File: src/rtl/core/scs1asc_pkg.sv
// Package: scancode constants, key kinds, flag types and the set-1 ASCII lookup tables.
package scs1asc_pkg;

   // Scancode bytes with a special meaning
   localparam logic [7:0] SC_PREFIX      = 8'hE0;
   localparam logic [7:0] SC_ARROW_UP    = 8'h48;
   localparam logic [7:0] SC_ARROW_DOWN  = 8'h50;
   localparam logic [7:0] SC_ARROW_LEFT  = 8'h4B;
   localparam logic [7:0] SC_ARROW_RIGHT = 8'h4D;
   localparam logic [7:0] SC_LSHIFT_MAKE = 8'h2A;
   localparam logic [7:0] SC_RSHIFT_MAKE = 8'h36;
   localparam logic [7:0] SC_LSHIFT_BRK  = 8'hAA;
   localparam logic [7:0] SC_RSHIFT_BRK  = 8'hB6;
   localparam logic [7:0] SC_CTRL_MAKE   = 8'h1D;
   localparam logic [7:0] SC_CTRL_BRK    = 8'h9D;
   localparam logic [7:0] SC_CAPS_MAKE   = 8'h3A;

   // Key kinds on the result channel
   localparam logic [2:0] KIND_CHAR  = 3'd0;
   localparam logic [2:0] KIND_UP    = 3'd1;
   localparam logic [2:0] KIND_DOWN  = 3'd2;
   localparam logic [2:0] KIND_LEFT  = 3'd3;
   localparam logic [2:0] KIND_RIGHT = 3'd4;
   localparam logic [2:0] KIND_TAB   = 3'd5;

   // ASCII codes the decoder looks at
   localparam logic [6:0] ASCII_TAB       = 7'h09;
   localparam logic [6:0] ASCII_FORM_FEED = 7'h0C;
   localparam logic [6:0] ASCII_LOWER_A   = 7'h61;
   localparam logic [6:0] ASCII_LOWER_L   = 7'h6C;
   localparam logic [6:0] ASCII_LOWER_Z   = 7'h7A;

   // Keyboard state flags
   typedef struct packed {
      logic prefix;
      logic shift;
      logic ctrl;
      logic caps;
   } kbd_flags_type;

   // One decoded item
   typedef struct packed {
      logic       valid;
      logic [2:0] kind;
      logic [6:0] code;
   } key_result_type;

   // Unshifted table, make codes 0x00..0x3F; zero means unmapped
   function automatic logic [6:0] plain_lookup(input logic [5:0] idx);
      logic [6:0] r;
      case (idx)
         6'd2:    r = 7'h31;
         6'd3:    r = 7'h32;
         6'd4:    r = 7'h33;
         6'd5:    r = 7'h34;
         6'd6:    r = 7'h35;
         6'd7:    r = 7'h36;
         6'd8:    r = 7'h37;
         6'd9:    r = 7'h38;
         6'd10:   r = 7'h39;
         6'd11:   r = 7'h30;
         6'd12:   r = 7'h2D;
         6'd13:   r = 7'h3D;
         6'd14:   r = 7'h08;
         6'd15:   r = 7'h09;
         6'd16:   r = 7'h71;
         6'd17:   r = 7'h77;
         6'd18:   r = 7'h65;
         6'd19:   r = 7'h72;
         6'd20:   r = 7'h74;
         6'd21:   r = 7'h79;
         6'd22:   r = 7'h75;
         6'd23:   r = 7'h69;
         6'd24:   r = 7'h6F;
         6'd25:   r = 7'h70;
         6'd26:   r = 7'h5B;
         6'd27:   r = 7'h5D;
         6'd28:   r = 7'h0A;
         6'd30:   r = 7'h61;
         6'd31:   r = 7'h73;
         6'd32:   r = 7'h64;
         6'd33:   r = 7'h66;
         6'd34:   r = 7'h67;
         6'd35:   r = 7'h68;
         6'd36:   r = 7'h6A;
         6'd37:   r = 7'h6B;
         6'd38:   r = 7'h6C;
         6'd39:   r = 7'h3B;
         6'd40:   r = 7'h27;
         6'd41:   r = 7'h60;
         6'd43:   r = 7'h5C;
         6'd44:   r = 7'h7A;
         6'd45:   r = 7'h78;
         6'd46:   r = 7'h63;
         6'd47:   r = 7'h76;
         6'd48:   r = 7'h62;
         6'd49:   r = 7'h6E;
         6'd50:   r = 7'h6D;
         6'd51:   r = 7'h2C;
         6'd52:   r = 7'h2E;
         6'd53:   r = 7'h2F;
         6'd57:   r = 7'h20;
         default: r = 7'h00;
      endcase
      return r;
   endfunction

   // Shifted table, same index range
   function automatic logic [6:0] upper_lookup(input logic [5:0] idx);
      logic [6:0] r;
      case (idx)
         6'd2:    r = 7'h21;
         6'd3:    r = 7'h40;
         6'd4:    r = 7'h23;
         6'd5:    r = 7'h24;
         6'd6:    r = 7'h25;
         6'd7:    r = 7'h5E;
         6'd8:    r = 7'h26;
         6'd9:    r = 7'h2A;
         6'd10:   r = 7'h28;
         6'd11:   r = 7'h29;
         6'd12:   r = 7'h5F;
         6'd13:   r = 7'h2B;
         6'd14:   r = 7'h08;
         6'd15:   r = 7'h09;
         6'd16:   r = 7'h51;
         6'd17:   r = 7'h57;
         6'd18:   r = 7'h45;
         6'd19:   r = 7'h52;
         6'd20:   r = 7'h54;
         6'd21:   r = 7'h59;
         6'd22:   r = 7'h55;
         6'd23:   r = 7'h49;
         6'd24:   r = 7'h4F;
         6'd25:   r = 7'h50;
         6'd26:   r = 7'h7B;
         6'd27:   r = 7'h7D;
         6'd28:   r = 7'h0A;
         6'd30:   r = 7'h41;
         6'd31:   r = 7'h53;
         6'd32:   r = 7'h44;
         6'd33:   r = 7'h46;
         6'd34:   r = 7'h47;
         6'd35:   r = 7'h48;
         6'd36:   r = 7'h4A;
         6'd37:   r = 7'h4B;
         6'd38:   r = 7'h4C;
         6'd39:   r = 7'h3A;
         6'd40:   r = 7'h22;
         6'd41:   r = 7'h7E;
         6'd43:   r = 7'h7C;
         6'd44:   r = 7'h5A;
         6'd45:   r = 7'h58;
         6'd46:   r = 7'h43;
         6'd47:   r = 7'h56;
         6'd48:   r = 7'h42;
         6'd49:   r = 7'h4E;
         6'd50:   r = 7'h4D;
         6'd51:   r = 7'h3C;
         6'd52:   r = 7'h3E;
         6'd53:   r = 7'h3F;
         6'd57:   r = 7'h20;
         default: r = 7'h00;
      endcase
      return r;
   endfunction

endpackage

File: src/rtl/core/scancode_set1_to_ascii_decoder_top.sv
// Top level: set-1 scancode to ASCII decoder with input and result registers.
//
// Takes one set-1 scancode byte per item and returns zero or one key item:
// a character, an arrow key after the 0xE0 prefix, or tab. Shift, ctrl and
// caps lock are tracked internally; modifier, prefix, break and unmapped codes
// give no result. An accepted byte sits in the input register while the decode
// logic runs; its result is loaded into the result register, and so onto rsp_,
// once that register is free to take it. One item is taken every
// cycle as long as the result register drains; req_stall rises only when the
// input register holds a byte and the result register is full and stalled.
module scancode_set1_to_ascii_decoder_top
   import scs1asc_pkg::*;
(
   input  logic       clock,
   input  logic       reset,
   input  logic       req_valid,
   output logic       req_stall,
   input  logic [7:0] req_scan_byte,
   output logic       rsp_valid,
   input  logic       rsp_stall,
   output logic [2:0] rsp_key_kind,
   output logic [6:0] rsp_char_code
);

   logic           in_valid_ff;
   logic           in_valid_in;
   logic [7:0]     in_byte_ff;
   kbd_flags_type  flags_ff;
   kbd_flags_type  flags_in;
   kbd_flags_type  flags_next;
   key_result_type dec_result;
   logic           out_valid_ff;
   logic           out_valid_in;
   logic [2:0]     out_kind_ff;
   logic [6:0]     out_code_ff;
   logic           out_free;
   logic           in_move;
   logic           req_take;

   // Handshake and stage advance
   assign out_free  = !out_valid_ff || !rsp_stall;
   assign in_move   = in_valid_ff && out_free;
   assign req_stall = in_valid_ff && !out_free;
   assign req_take  = req_valid && !req_stall;

   // Decode the byte held in the input register
   scs1asc_decode u_decode (
      .scan_byte  (in_byte_ff),
      .flags      (flags_ff),
      .flags_next (flags_next),
      .result     (dec_result)
   );

   // Next values of control state
   always_comb begin
      in_valid_in = in_valid_ff;
      if (req_take) begin
         in_valid_in = 1'b1;
      end else if (in_move) begin
         in_valid_in = 1'b0;
      end
      flags_in = in_move ? flags_next : flags_ff;
      out_valid_in = out_valid_ff;
      if (in_move) begin
         out_valid_in = dec_result.valid;
      end else if (out_valid_ff && !rsp_stall) begin
         out_valid_in = 1'b0;
      end
   end

   // Control registers
   always_ff @(posedge clock) begin
      if (reset) begin
         in_valid_ff  <= 1'b0;
         out_valid_ff <= 1'b0;
         flags_ff     <= '0;
      end else begin
         in_valid_ff  <= in_valid_in;
         out_valid_ff <= out_valid_in;
         flags_ff     <= flags_in;
      end
   end

   // Payload registers
   always_ff @(posedge clock) begin
      if (req_take) begin
         in_byte_ff <= req_scan_byte;
      end
      if (in_move && dec_result.valid) begin
         out_kind_ff <= dec_result.kind;
         out_code_ff <= dec_result.code;
      end
   end

   assign rsp_valid     = out_valid_ff;
   assign rsp_key_kind  = out_kind_ff;
   assign rsp_char_code = out_code_ff;

   // Only characters carry a code
   assert property (@(posedge clock) disable iff (reset)
      (rsp_valid && rsp_key_kind != KIND_CHAR) |-> (rsp_char_code == 7'h00))
      else $error("non-character item carries a nonzero code");

   // Any byte after the prefix clears it
   assert property (@(posedge clock) disable iff (reset)
      (in_move && flags_ff.prefix) |=> !flags_ff.prefix)
      else $error("prefix flag not cleared by following byte");

   // Caps lock make code toggles caps when no prefix is pending
   assert property (@(posedge clock) disable iff (reset)
      (in_move && !flags_ff.prefix && in_byte_ff == SC_CAPS_MAKE)
      |=> (flags_ff.caps != $past(flags_ff.caps)))
      else $error("caps lock did not toggle");

   // Flags change only when an item leaves the input register
   assert property (@(posedge clock) disable iff (reset)
      !in_move |=> $stable(flags_ff))
      else $error("flags changed without an item");

   // Stall is raised only with a byte waiting and a full result register
   assert property (@(posedge clock) disable iff (reset)
      req_stall |-> (in_valid_ff && out_valid_ff))
      else $error("input stalled with room downstream");

endmodule

File: src/rtl/core/scs1asc_decode.sv
// Decode logic: one scancode byte plus current flags gives next flags and an optional key item.
module scs1asc_decode
   import scs1asc_pkg::*;
(
   input  logic [7:0]     scan_byte,
   input  kbd_flags_type  flags,
   output kbd_flags_type  flags_next,
   output key_result_type result
);

   logic [6:0] base_code;
   logic [6:0] shifted_code;
   logic       in_table;
   logic       is_letter;
   logic       use_upper;

   // Table lookups for make codes below 0x40
   assign in_table     = (scan_byte[7:6] == 2'b00);
   assign base_code    = plain_lookup(scan_byte[5:0]);
   assign shifted_code = upper_lookup(scan_byte[5:0]);
   assign is_letter    = (base_code >= ASCII_LOWER_A) && (base_code <= ASCII_LOWER_Z);
   assign use_upper    = is_letter ? (flags.shift ^ flags.caps) : flags.shift;

   // Prefix handling, modifier tracking and character selection
   always_comb begin
      flags_next   = flags;
      result.valid = 1'b0;
      result.kind  = KIND_CHAR;
      result.code  = '0;
      if (flags.prefix) begin
         flags_next.prefix = 1'b0;
         unique case (scan_byte)
            SC_ARROW_UP: begin
               result.valid = 1'b1;
               result.kind  = KIND_UP;
            end
            SC_ARROW_DOWN: begin
               result.valid = 1'b1;
               result.kind  = KIND_DOWN;
            end
            SC_ARROW_LEFT: begin
               result.valid = 1'b1;
               result.kind  = KIND_LEFT;
            end
            SC_ARROW_RIGHT: begin
               result.valid = 1'b1;
               result.kind  = KIND_RIGHT;
            end
            default: ;
         endcase
      end else begin
         unique case (scan_byte) inside
            SC_PREFIX:                      flags_next.prefix = 1'b1;
            SC_LSHIFT_MAKE, SC_RSHIFT_MAKE: flags_next.shift  = 1'b1;
            SC_LSHIFT_BRK, SC_RSHIFT_BRK:   flags_next.shift  = 1'b0;
            SC_CTRL_MAKE:                   flags_next.ctrl   = 1'b1;
            SC_CTRL_BRK:                    flags_next.ctrl   = 1'b0;
            SC_CAPS_MAKE:                   flags_next.caps   = ~flags.caps;
            default: begin
               if (in_table && (base_code != 7'h00)) begin
                  result.valid = 1'b1;
                  if (flags.ctrl && (base_code == ASCII_LOWER_L)) begin
                     result.code = ASCII_FORM_FEED;
                  end else if (base_code == ASCII_TAB) begin
                     result.kind = KIND_TAB;
                  end else begin
                     result.code = use_upper ? shifted_code : base_code;
                  end
               end
            end
         endcase
      end
   end

endmodule
File: config.mk
export PLATFORM = sky130hd
export DESIGN_NAME = scancode_set1_to_ascii_decoder_top
export DESIGN_NICKNAME = d
export VERILOG_FILES = /design/src/rtl/core/scs1asc_pkg.sv /design/src/rtl/core/scancode_set1_to_ascii_decoder_top.sv /design/src/rtl/core/scs1asc_decode.sv
export SDC_FILE = /design/constraint.sdc
export NUM_CORES = 1
export LEC_CHECK = 0
export ABC_AREA = 0
export ABC_CLOCK_PERIOD_IN_PS = 9400
export BUFFER_PORTS_ARGS = -buffer_cell sky130_fd_sc_hd__buf_2
export CORE_MARGIN = 2
export CORE_UTILIZATION = 45
export CTS_CLUSTER_DIAMETER = 150
export CTS_CLUSTER_SIZE = 28
export DETAILED_ROUTE_END_ITERATION = 10
export PLACE_DENSITY = 0.67
export SLEW_MARGIN = 20
export SYNTH_ARGS = -nofsm -noshare
export SYNTH_HDL_FRONTEND = slang
export SYNTH_HIERARCHICAL = 1
export SYNTH_SLANG_ARGS = --single-unit
File: constraint.sdc
create_clock -name clock -period 9.4 [get_ports clock]
set_clock_uncertainty 0.1 [all_clocks]
set_input_delay 1.41 -clock clock [delete_from_list [all_inputs] [get_ports clock]]
set_output_delay 1.41 -clock clock [all_outputs]
set_load 0.02 [all_outputs]
* After elaboration in Yosys (flattened, before gate mapping) *
Memory sizes are Yosys's and may differ from the RTL's. A register that Yosys moved wholly into a read port is not among the register bits.
Index checks and enable logic that the tools add are counted.

word-level totals
  register bits after elaboration = 24
  ROM bits = 896
  input bits = 12
  output and inout port bits = 12
  logic and storage cells = 79
  memories = 2

cells by class
  order comparisons = 2
  equal/unequal tests = 14
  muxes and demuxes = 20
  bitwise logic cells = 4
  reduce and logical (&&, ||, !) cells = 27

memory list
  memory            words  bits a word  read ports  clocked after Yosys merged registers in  wr ports  RTL line            text
  (name not given)  64     7            1           1                                        0         scs1asc_pkg.sv:111  case (idx)
  (name not given)  64     7            1           1                                        0         scs1asc_pkg.sv:51   case (idx)

operators with widths
  cell                                                                   number
  8-bit by 7-bit equality test with 1-bit output, second input constant  4
  8-bit equality test, second input constant                             4
  8-bit by 6-bit equality test with 1-bit output, second input constant  3
  11-bit 2-to-1 mux                                                      2
  7-bit 2-to-1 mux                                                       3
  4-bit case mux with 4 select lines                                     1
  6-bit 2-to-1 mux                                                       2
  12-bit OR reduction                                                    1
  10-bit OR reduction                                                    1
  3-bit AND reduction                                                    3
  8-bit by 5-bit equality test with 1-bit output, second input constant  1
  1-bit logical AND                                                      8
  2-bit nonzero test                                                     4
  8-bit OR reduction                                                     1
  7-bit by 4-bit equality test with 1-bit output, second input constant  1
  7-bit equality test, second input constant                             1
  7-bit >= comparator, second input constant                             1
  7-bit less-or-equal comparator, second input constant                  1
  1-bit 2-to-1 mux                                                       7
  7-bit nonzero test                                                     1
  3-bit 2-to-1 mux                                                       2
  1-bit zero test                                                        4
  4-bit 2-to-1 mux                                                       1
  1-bit case mux with 2 select lines                                     2
  5 further kinds                                                        8

* Depth between registers and ports, before layout *
Gate-level depths: netlist of run 1.

  word-level depth = 10
  depth in mapped cells = 13
  gate-level depth less buffers = 11

* Cells and area by module *
The synthesis of run 1 kept the hierarchy.

modules (own cells, without submodules)
  module                              times used  cells each  area each (um^2)  sequential area each (um^2)
  scs1asc_decode                      1           237         1755.4            0.0
  scancode_set1_to_ascii_decoder_top  1           47          812.0             660.6

* Worst setup path after synthesis of run 1 *
No wires, ideal clock.

  path type = reg-to-reg
  from = reg in_byte_ff[1]
  to = reg out_code_ff[0], in the netlist rsp_char_code[0], enable pin
  library setup time = 0.380 ns
  arrival time = 2.920 ns
  required time = 8.920 ns
  path slack = 6.000 ns
  cell stages (with the launch flop) = 13
  path buffers = 1
  clock period less this slack = 3.400 ns
  cells stage by stage = edfxtp_1 buf_6 inv_2 ha_1 nand2_1 a21boi_0 mux4_2 a21oi_4 nor2_1 a21oi_1 or3_1 nand2_1 a21oi_1

RTL lines
  what                    RTL line                                  text
  start, declared         scancode_set1_to_ascii_decoder_top.sv:27  logic [7:0] in_byte_ff;
  start signal, assigned  scancode_set1_to_ascii_decoder_top.sv:87  in_byte_ff <= req_scan_byte;
  end signal, assigned    scancode_set1_to_ascii_decoder_top.sv:91  out_code_ff <= dec_result.code;
  end, declared           scancode_set1_to_ascii_decoder_top.sv:35  logic [6:0] out_code_ff;

==> impl_metrics.ini, run 1 <==
[outcome]
outcome = completed

[floorplanning]
fp.dieArea_um2 = 6330
num_io_pins = 24
row_count = 27
die_w_um = 79.5
start_util_pct = 46.6
core_area_um2 = 5510
die_y_um = 79.5

[yosys]
synthCells = 284
yosys.cell_types.count = 77
synth_top_flop_cell = edfxtp_1
ys_seq_elements = 24
synth_edf_count = 18
syn_area_um2 = 2570
seq_area_frac_synth_pct = 25.7
syn_avg_cell_area_um2 = 9.04
synthMuxAreaShare_pct = 7.36
yosys.area_share.simple_pct = 20.8
synth_compound_area_share_pct = 31.1
synth_fa_ha_area_share_pct = 6.82
synthXorXnorAreaFrac_pct = 1.02
ys_warn_count = 6
synth-async-reset-ratio_pct = 0
syn_nets = 310
synth_top_family_by_area = compound AO/OA/AOI/OAI gates

[clock_tree]
cts_tree = yes
post_cts_buffers = 0
insertion_delay_ps = 270
cts.repair.resized = 0
holdBufCountCts = 0
cts.path.max_buffers = 2
cts_made_buffers = 3
root_buffer = clkbuf_8
path_clk_slew_ps = 90
htreeDepth = 1
clkSinkCount = 24

[global_route]
overflow = 0
first_global_vias = 2080
gr-usage-met1_pct = 29.6
grt_pass1_wl_mm = 10.5
grt_max_degree = 49
met3_usage_pct = 3.96
global_route.usage.met2_pct = 33.1
track_usage_pct = 21.0
top_usage_layer = met2
grt_antenna_before_repair = 0

[timing]
worst_pin_slew_ps = 860
rsz0062_at_grt = no
min_period_over_period_pct = 41.8
final_hold_viol_count = 0
setup_viol = 0
max_freq_mhz = 254
final.setup.tns_ps = 0
drv_slew = 0
hold_ws_ps = 400
maxSlewHeadroom_pct = 42.7
min_period_ps = 3930

[setup_path]
end_kind = register
cp_max_fo = 16
required_ps = 9200
critical_path.startpoint_type = register
arrival_ps = 3730
crit_type = reg -> reg

[place]
placed_area_um2 = 2660
globalplace.congestion = 0.946
place_hpwl_mm = 4.73
io_buffers = 23

[detailed_routing]
drc_errors = 0
viasPerCell = 6.27
vias = 2295
route.detailed.wl_per_inst_um = 17.6
postRouteAntennaNets = 0
drt-pass1-iter-count = 6
drt_wl_total_mm = 6.45
first_iter_violations = 240

[final_layout]
fin_area_um2 = 2730
n_fill_cell = 518
syn_to_final_growth_pct = 6.38
regArea_um2 = 661
drive_above_1_share_pct = 21.4
multi_input_area_um2 = 1720
diodes = 0
final_net_count = 321

[pwr]
irDropWorstVdd_mv = 0.109
p_leak_nw = 1.02
power_density_nw_per_um2 = 109

[worst_hold_path]
worst_hold_path_type = reg -> reg

[job]
max-cap-violations = 0
-- registers in the layout, summed over array words and instances (netlist names) --
name           flops
flags_ff           4
in_valid_ff        1
rsp_key_kind       3
rsp_char_code      7
in_byte_ff         8
rsp_valid          1
-- stage by stage --
step	cells	worst slack, ps	utilization, %	power, mW
after global placement	362	5610	48.3	0.208
after detailed placement	362	5490	48.3	0.208
after global routing	366	5100	49.6	0.311
after CTS	366	5490	49.6	0.299
final	366	5470	49.6	0.299
after floorplan	284	6000	-	0.192
-- where the power goes --
part | internal, mW | leakage [nW] | switching, mW
combinational | 0.0316 | 0.756 | 0.0543
clock | 0.0569 | 0.0357 | 0.0341
sequential | 0.117 | 0.231 | 0.00482
total | 0.205 | 1.02 | 0.0932
-- worst paths after layout --
kind	start	cells past startpoint	endpoint	slack, ps
worst max-delay path	in_byte_ff[1]	11	rsp_char_code[6]	5470
worst min-delay path	flags_ff[0]	2	flags_ff[0]	400
worst max register to register	in_byte_ff[1]	11	rsp_char_code[6]	5470
worst min register to register	flags_ff[0]	2	flags_ff[0]	400
-- per-layer routing --
| metal | routed length, um | part of all wire, % |
|---|---|---|
| met5 | 0 | 0 |
| met4 | 101 | 1.6 |
| met3 | 515 | 8.0 |
| met2 | 2960 | 46 |
| met1 | 2870 | 44 |
-- Yosys cell counts, types with 3 or more instances --
library cell   n  area [um2]
a211oi_1       4        30.0
a21oi_1       19        95.1
a32o_1         3        30.0
and2_1         4        25.0
buf_2          8        40.0
clkbuf_1       4        15.0
dfxtp_1        6         120
edfxtp_1      18         541
ha_1          14         175
inv_1          9        33.8
inv_2          4        15.0
mux2i_1       11         110
mux4_2         3        67.6
nand2_1       18        67.6
nand2b_1      14        87.6
nand3_1        8        40.0
nand4_1        4        25.0
nor2_1        23        86.3
nor2b_1        6        37.5
nor3_1         6        30.0
o211ai_1       3        22.5
o21ai_0       17        85.1
o221ai_1       4        35.0
xnor2_1        3        26.3
-- worst max-delay path, stage by stage (launching register included) --
cell	delay, ps
edfxtp_1	650
inv_2	280
ha_1	340
nand2_1	110
a21boi_0	150
mux4_2	530
a21oi_4	340
nor2_1	70
a21oi_1	150
or3_1	110
nand2_1	60
a21oi_1	670
-- placed cells by master, fill, tap and decap left out, drive strengths merged, types with 3 or more instances in the layout --
cell type  synthesis  layout
a211oi             4       4
a21oi             23      23
a221oi             4       4
a32o               3       3
and2               4       4
buf               16      26
clkbuf             4       3
dfxtp              6       6
edfxtp            18      18
ha                14      14
inv               13      13
mux2i             11      11
mux4               3       3
nand2             18      18
nand2b            14      14
nand3              9       9
nand4              4       4
nor2              23      23
nor2b              6       6
nor3               7       7
nor4               3       3
o211ai             4       4
o21ai             20      20
o221ai             5       5
xnor2              3       3
-- kinds of logic after synthesis --
| kind of cell | after synthesis |
|---|---|
| buffers and inverters | 33 |
| AO/OA/AOI/OAI | 96 |
| multiplexers | 15 |
| adder cells (fa/ha/maj) | 14 |
| flip-flops | 24 |
| XOR/XNOR | 3 |
| AND/OR/NAND/NOR | 99 |
-- area by class of cell --
type / instances / area share, %
Timing Repair Buffer: 26 / 5.04
Clock buffer: 3 / 1.51
Inverter: 13 / 1.79
Sequential cell: 24 / 24.2
Clock inverter: 1 / 1.10
Tap cell: 72 / 3.30
Multi-Input combinational cell: 227 / 63.1
(Power assumes the default switching activity.)
==> run 2: changes to the inputs <==
--- a/config.mk
+++ b/config.mk
@@ -6,7 +6,7 @@
 export NUM_CORES = 1
 export LEC_CHECK = 0
 export ABC_AREA = 0
-export ABC_CLOCK_PERIOD_IN_PS = 9400
+export ABC_CLOCK_PERIOD_IN_PS = 3650
 export BUFFER_PORTS_ARGS = -buffer_cell sky130_fd_sc_hd__buf_2
 export CORE_MARGIN = 2
 export CORE_UTILIZATION = 45
==> constraint.sdc (replaced) <==
create_clock -name clock -period 3.65 [get_ports clock]
set_clock_uncertainty 0.1 [all_clocks]
set_input_delay 0.5475 -clock clock [delete_from_list [all_inputs] [get_ports clock]]
set_output_delay 0.5475 -clock clock [all_outputs]
set_load 0.02 [all_outputs]
==> impl_metrics.ini, run 2 (same netlist as run 1, synthesis figures left out) <==
[setup_path]
timing.rr.end = rsp_char_code[2]
required_ps = 3560
end_kind = register
crit_type = reg -> reg
ff2ff_path_depth = 10
reg2reg_slack_ps = 230
arrival_ps = 3330
cp_max_fo = 11
worstReg2RegStart = in_byte_ff[1]
critical_path.startpoint_type = register

[worst_hold_path]
worst_hold_startpoint = req_scan_byte[0]
worst_hold_path_type = in -> reg
hold_depth = 1
hold_end = in_byte_ff[0]

[clock_tree]
post_cts_buffers = 0
cts_made_buffers = 3
holdBufCountCts = 0
cts_tree = yes
clkSinkCount = 24
path_clk_slew_ps = 90
insertion_delay_ps = 270
cts.repair.resized = 0
root_buffer = clkbuf_8
cts.path.max_buffers = 2
htreeDepth = 1

[pwr]
irDropWorstVdd_mv = 0.169
p_leak_nw = 1.07
power_density_nw_per_um2 = 278
power_mw = 0.783

[floorplanning]
die_y_um = 79.5
row_count = 27
num_io_pins = 24
start_util_pct = 46.6
die_w_um = 79.5
core_area_um2 = 5510
fp.dieArea_um2 = 6330

[global_route]
grt_pass1_wl_mm = 10.9
grt_antenna_before_repair = 0
grt_max_degree = 49
overflow = 0
track_usage_pct = 21.7
first_global_vias = 2170

[detailed_routing]
vias = 2390
drt_wl_total_mm = 6.74
viasPerCell = 6.37
postRouteAntennaNets = 0
route.detailed.wl_per_inst_um = 18.0
first_iter_violations = 244
drt-pass1-iter-count = 5
drc_errors = 0

[place]
globalplace.congestion = 0.967
pre_cts_ws_ps = 309
io_buffers = 23
dp.cells = 371
place_hpwl_mm = 5.06

[timing]
min_period_ps = 3420
worst_slack_ps = 231
maxSlewHeadroom_pct = 50.9
worst_pin_slew_ps = 734
setup_viol = 0
min_period_over_period_pct = 93.7
rsz0062_at_grt = no
final_hold_viol_count = 0
drv_slew = 0
hold_ws_ps = 347
max_freq_mhz = 293
final.setup.tns_ps = 0

[job]
max-cap-violations = 0

[final_layout]
drive_above_1_share_pct = 23.8
layout.cells.non_filler = 375
final_net_count = 330
layout_common_cells = nor2_1, buf_2, a21oi_1, nand2_1, edfxtp_1
diodes = 0
syn_to_final_growth_pct = 9.50
largest_reg_flops = 8
largest_register = in_byte_ff

[outcome]
outcome = completed
## run 2: critical path, stage by stage, from the launching register on
cell      delay, ps
edfxtp_1        500
inv_2           220
ha_1            380
nand2_1         130
a21boi_0        140
mux4_2          520
a21oi_4         340
o41a_4          210
nand3_2         150
a221oi_1        360
nor3_1          100
## run 2: area by class of cell
type                       count  area (um2)
tap                           72        90.1
sequential                    24         661
inverter                      13        48.8
fill                         501        2700
timing repair buffer          35         218
multi-input combinational    227        1720
clock inverter                 1        30.0
clock buffer                   3        41.3
## run 2: how the worst max path moves through the flow
stage | slack (ps) | start | to | cells after the start
global placement | 380 | in_byte_ff[1] | rsp_char_code[1] | 10
global route | 50 | in_byte_ff[1] | rsp_char_code[2] | 10
finish | 230 | in_byte_ff[1] | rsp_char_code[2] | 10
CTS | 290 | in_byte_ff[0] | rsp_char_code[2] | 10
floorplan | 250 | in_byte_ff[1] | rsp_char_code[0] | 12
detailed placement | 310 | in_byte_ff[0] | rsp_char_code[2] | 10
## run 2: where the power goes
part	leakage [nW]	internal, mW	switching [mW]	total (mW)
Sequential	0.231	0.301	0.00947	0.311
Combinational	0.804	0.0894	0.147	0.236
Clock	0.0357	0.147	0.0888	0.235
## run 2: through the flow
step / instance area, um2 / util (%)
after global placement: 2740 / 49.8
after CTS: 2810 / 51.1
final: 2810 / 51.1
after floorplan: 2570 / -
after detailed placement: 2740 / 49.8
after global routing: 2810 / 51.1
## run 2: metal layers
metal	vias to the layer above	global-route usage (%)	wire length [um]
met5	-	0	0
met4	0	4.66	100
met3	13	3.73	521
met2	127	34.8	3120
met1	1130	30.5	3000
li1	1120	-	-
==> run 3: changes to the inputs <==
--- a/config.mk
+++ b/config.mk
@@ -13,6 +13,7 @@
 export CTS_CLUSTER_DIAMETER = 150
 export CTS_CLUSTER_SIZE = 28
 export DETAILED_ROUTE_END_ITERATION = 10
+export GPL_TIMING_DRIVEN = 0
 export PLACE_DENSITY = 0.67
 export SLEW_MARGIN = 20
 export SYNTH_ARGS = -nofsm -noshare
==> impl_metrics.ini, run 3 (same netlist as run 1, synthesis figures left out) <==
[timing]
final.setup.tns_ps = 0
rsz0062_at_grt = no
setup_viol = 0
worst_slack_ps = 129
min_period_over_period_pct = 96.5
worst_pin_slew_ps = 715
max_freq_mhz = 284
maxSlewHeadroom_pct = 52.2
drv_slew = 0
min_period_ps = 3520
final_hold_viol_count = 0

[setup_path]
crit_chain = buf_4 -> inv_1 -> ha_2 -> mux2i_1 -> a221oi_1 -> a41oi_1 -> and2_2 -> o41a_4 -> a21oi_4 -> o21ai_2 -> a221oi_2
worstReg2RegStart = in_byte_ff[0]
cp_max_fo = 10
crit_type = reg -> reg
required_ps = 3650
arrival_ps = 3520
timing.rr.end = rsp_char_code[6]
end_kind = register
crit_slowest_cell = o41a_4
ff2ff_path_depth = 11
reg2reg_slack_ps = 130
critical_path.startpoint_type = register
critical-path-max-stage-delay_ps = 510

[place]
globalplace.congestion = 0.972
io_buffers = 22
place_hpwl_mm = 5.53
pre_cts_ws_ps = -390
dp.cells = 378
placed_area_um2 = 2770

[global_route]
overflow = 0
met3_usage_pct = 3.96
top_usage_layer = met2
grt_pass1_wl_mm = 11.9
grt_antenna_before_repair = 0
first_global_vias = 2295
grt_max_degree = 15
track_usage_pct = 24.4
gr-usage-met1_pct = 32.5
global_route.usage.met2_pct = 39.3

[detailed_routing]
viasPerCell = 6.29
route.detailed.wl_per_inst_um = 19.2
drt-pass1-iter-count = 5
postRouteAntennaNets = 0
first_iter_violations = 182
vias = 2429
drt_wl_total_mm = 7.40
drc_errors = 0

[final_layout]
layout_common_cells = buf_2, nor2_1, nand2_1, a21oi_1, edfxtp_1
drive_above_1_share_pct = 26.4
syn_to_final_growth_pct = 14.1
largest_register = in_byte_ff
layout.cells.non_filler = 386
fin_area_um2 = 2930
mostFrequentLayoutCell = buf_2
diodes = 0
largest_reg_flops = 8
final_net_count = 341

[worst_hold_path]
worst_hold_startpoint = req_scan_byte[2]
worst_hold_path_type = in -> reg
hold_depth = 1
hold_end = in_byte_ff[2]

[floorplanning]
row_count = 27
start_util_pct = 46.6
die_y_um = 79.5
die_w_um = 79.5
core_area_um2 = 5510
fp.dieArea_um2 = 6330
num_io_pins = 24

[pwr]
power_density_nw_per_um2 = 278
p_leak_nw = 1.11
irDropWorstVdd_mv = 0.188
power_mw = 0.813

[clock_tree]
clkSinkCount = 24
cts_tree = yes
root_buffer = clkbuf_8
insertion_delay_ps = 270
cts.path.max_buffers = 2
path_clk_slew_ps = 90
holdBufCountCts = 0
htreeDepth = 1
cts_made_buffers = 3

[job]
max-cap-violations = 0

[outcome]
outcome = completed
[run 3: cell count changes in the layout (fill, tap and decap cells not counted), moves of 2 or more]
cell,previous run,this run
ha_1,14,12
ha_2,0,2
buf_1,0,2
buf_6,0,2
buf_4,11,7
clkbuf_1,0,3
buf_2,23,29
[run 3: through the flow]
step	hold slack, ps	util [%]
6_report	342	53.2
5_1_grt	335	53.2
4_1_cts	343	52.1
3_5_place_dp	393	50.3
3_3_place_gp	390	50.3
2_1_floorplan	363	-
[run 3: power by group]
group          leakage (nW)  internal (mW)  switching [mW]
Combinational         0.844          0.103           0.163
Sequential            0.231          0.301         0.00661
Clock                0.0357          0.147          0.0918
Total                  1.11          0.551           0.262
[run 3: per-layer routing]
metal	routed length [um]	part of all wire [%]
met5	0	0
met4	256	3.5
met3	484	6.5
met2	3310	45
met1	3340	45
[run 3: worst max path at each step]
stage | from | endpoint | slack [ps]
2_1_floorplan | in_byte_ff[1] | rsp_char_code[0] | 250
3_3_place_gp | in_byte_ff[1] | rsp_char_code[2] | -390
3_5_place_dp | in_byte_ff[1] | rsp_char_code[3] | -390
4_1_cts | in_byte_ff[0] | rsp_char_code[6] | 10
5_1_grt | in_byte_ff[0] | rsp_char_code[2] | 10
6_report | in_byte_ff[0] | rsp_char_code[6] | 130
[run 3: cell type report]
class	count	area, um2
Sequential cell	24	661
Inverter	13	48.8
Fill cell	519	2580
Buffer	19	134
Tap cell	72	90.1
Timing Repair Buffer	27	160
Clock inverter	1	30.0
Multi-Input combinational cell	227	1770
Clock buffer	3	41.3
[run 3: timing repair]
action,in CTS,in global routing
pin swaps,0,2
setup buffers,1,4
setup endpoints to repair,14,18
resized for setup,4,5
[run 3: worst max-delay path, delay by kind of cell, from the launching register on]
family	cells	cell delay, ps
AOI/OAI and AO/OA	6	1640
and+or+nand+nor	1	310
adders and majority gates	1	280
DFF	1	470
muxes	1	140
buffers and inverters	2	410
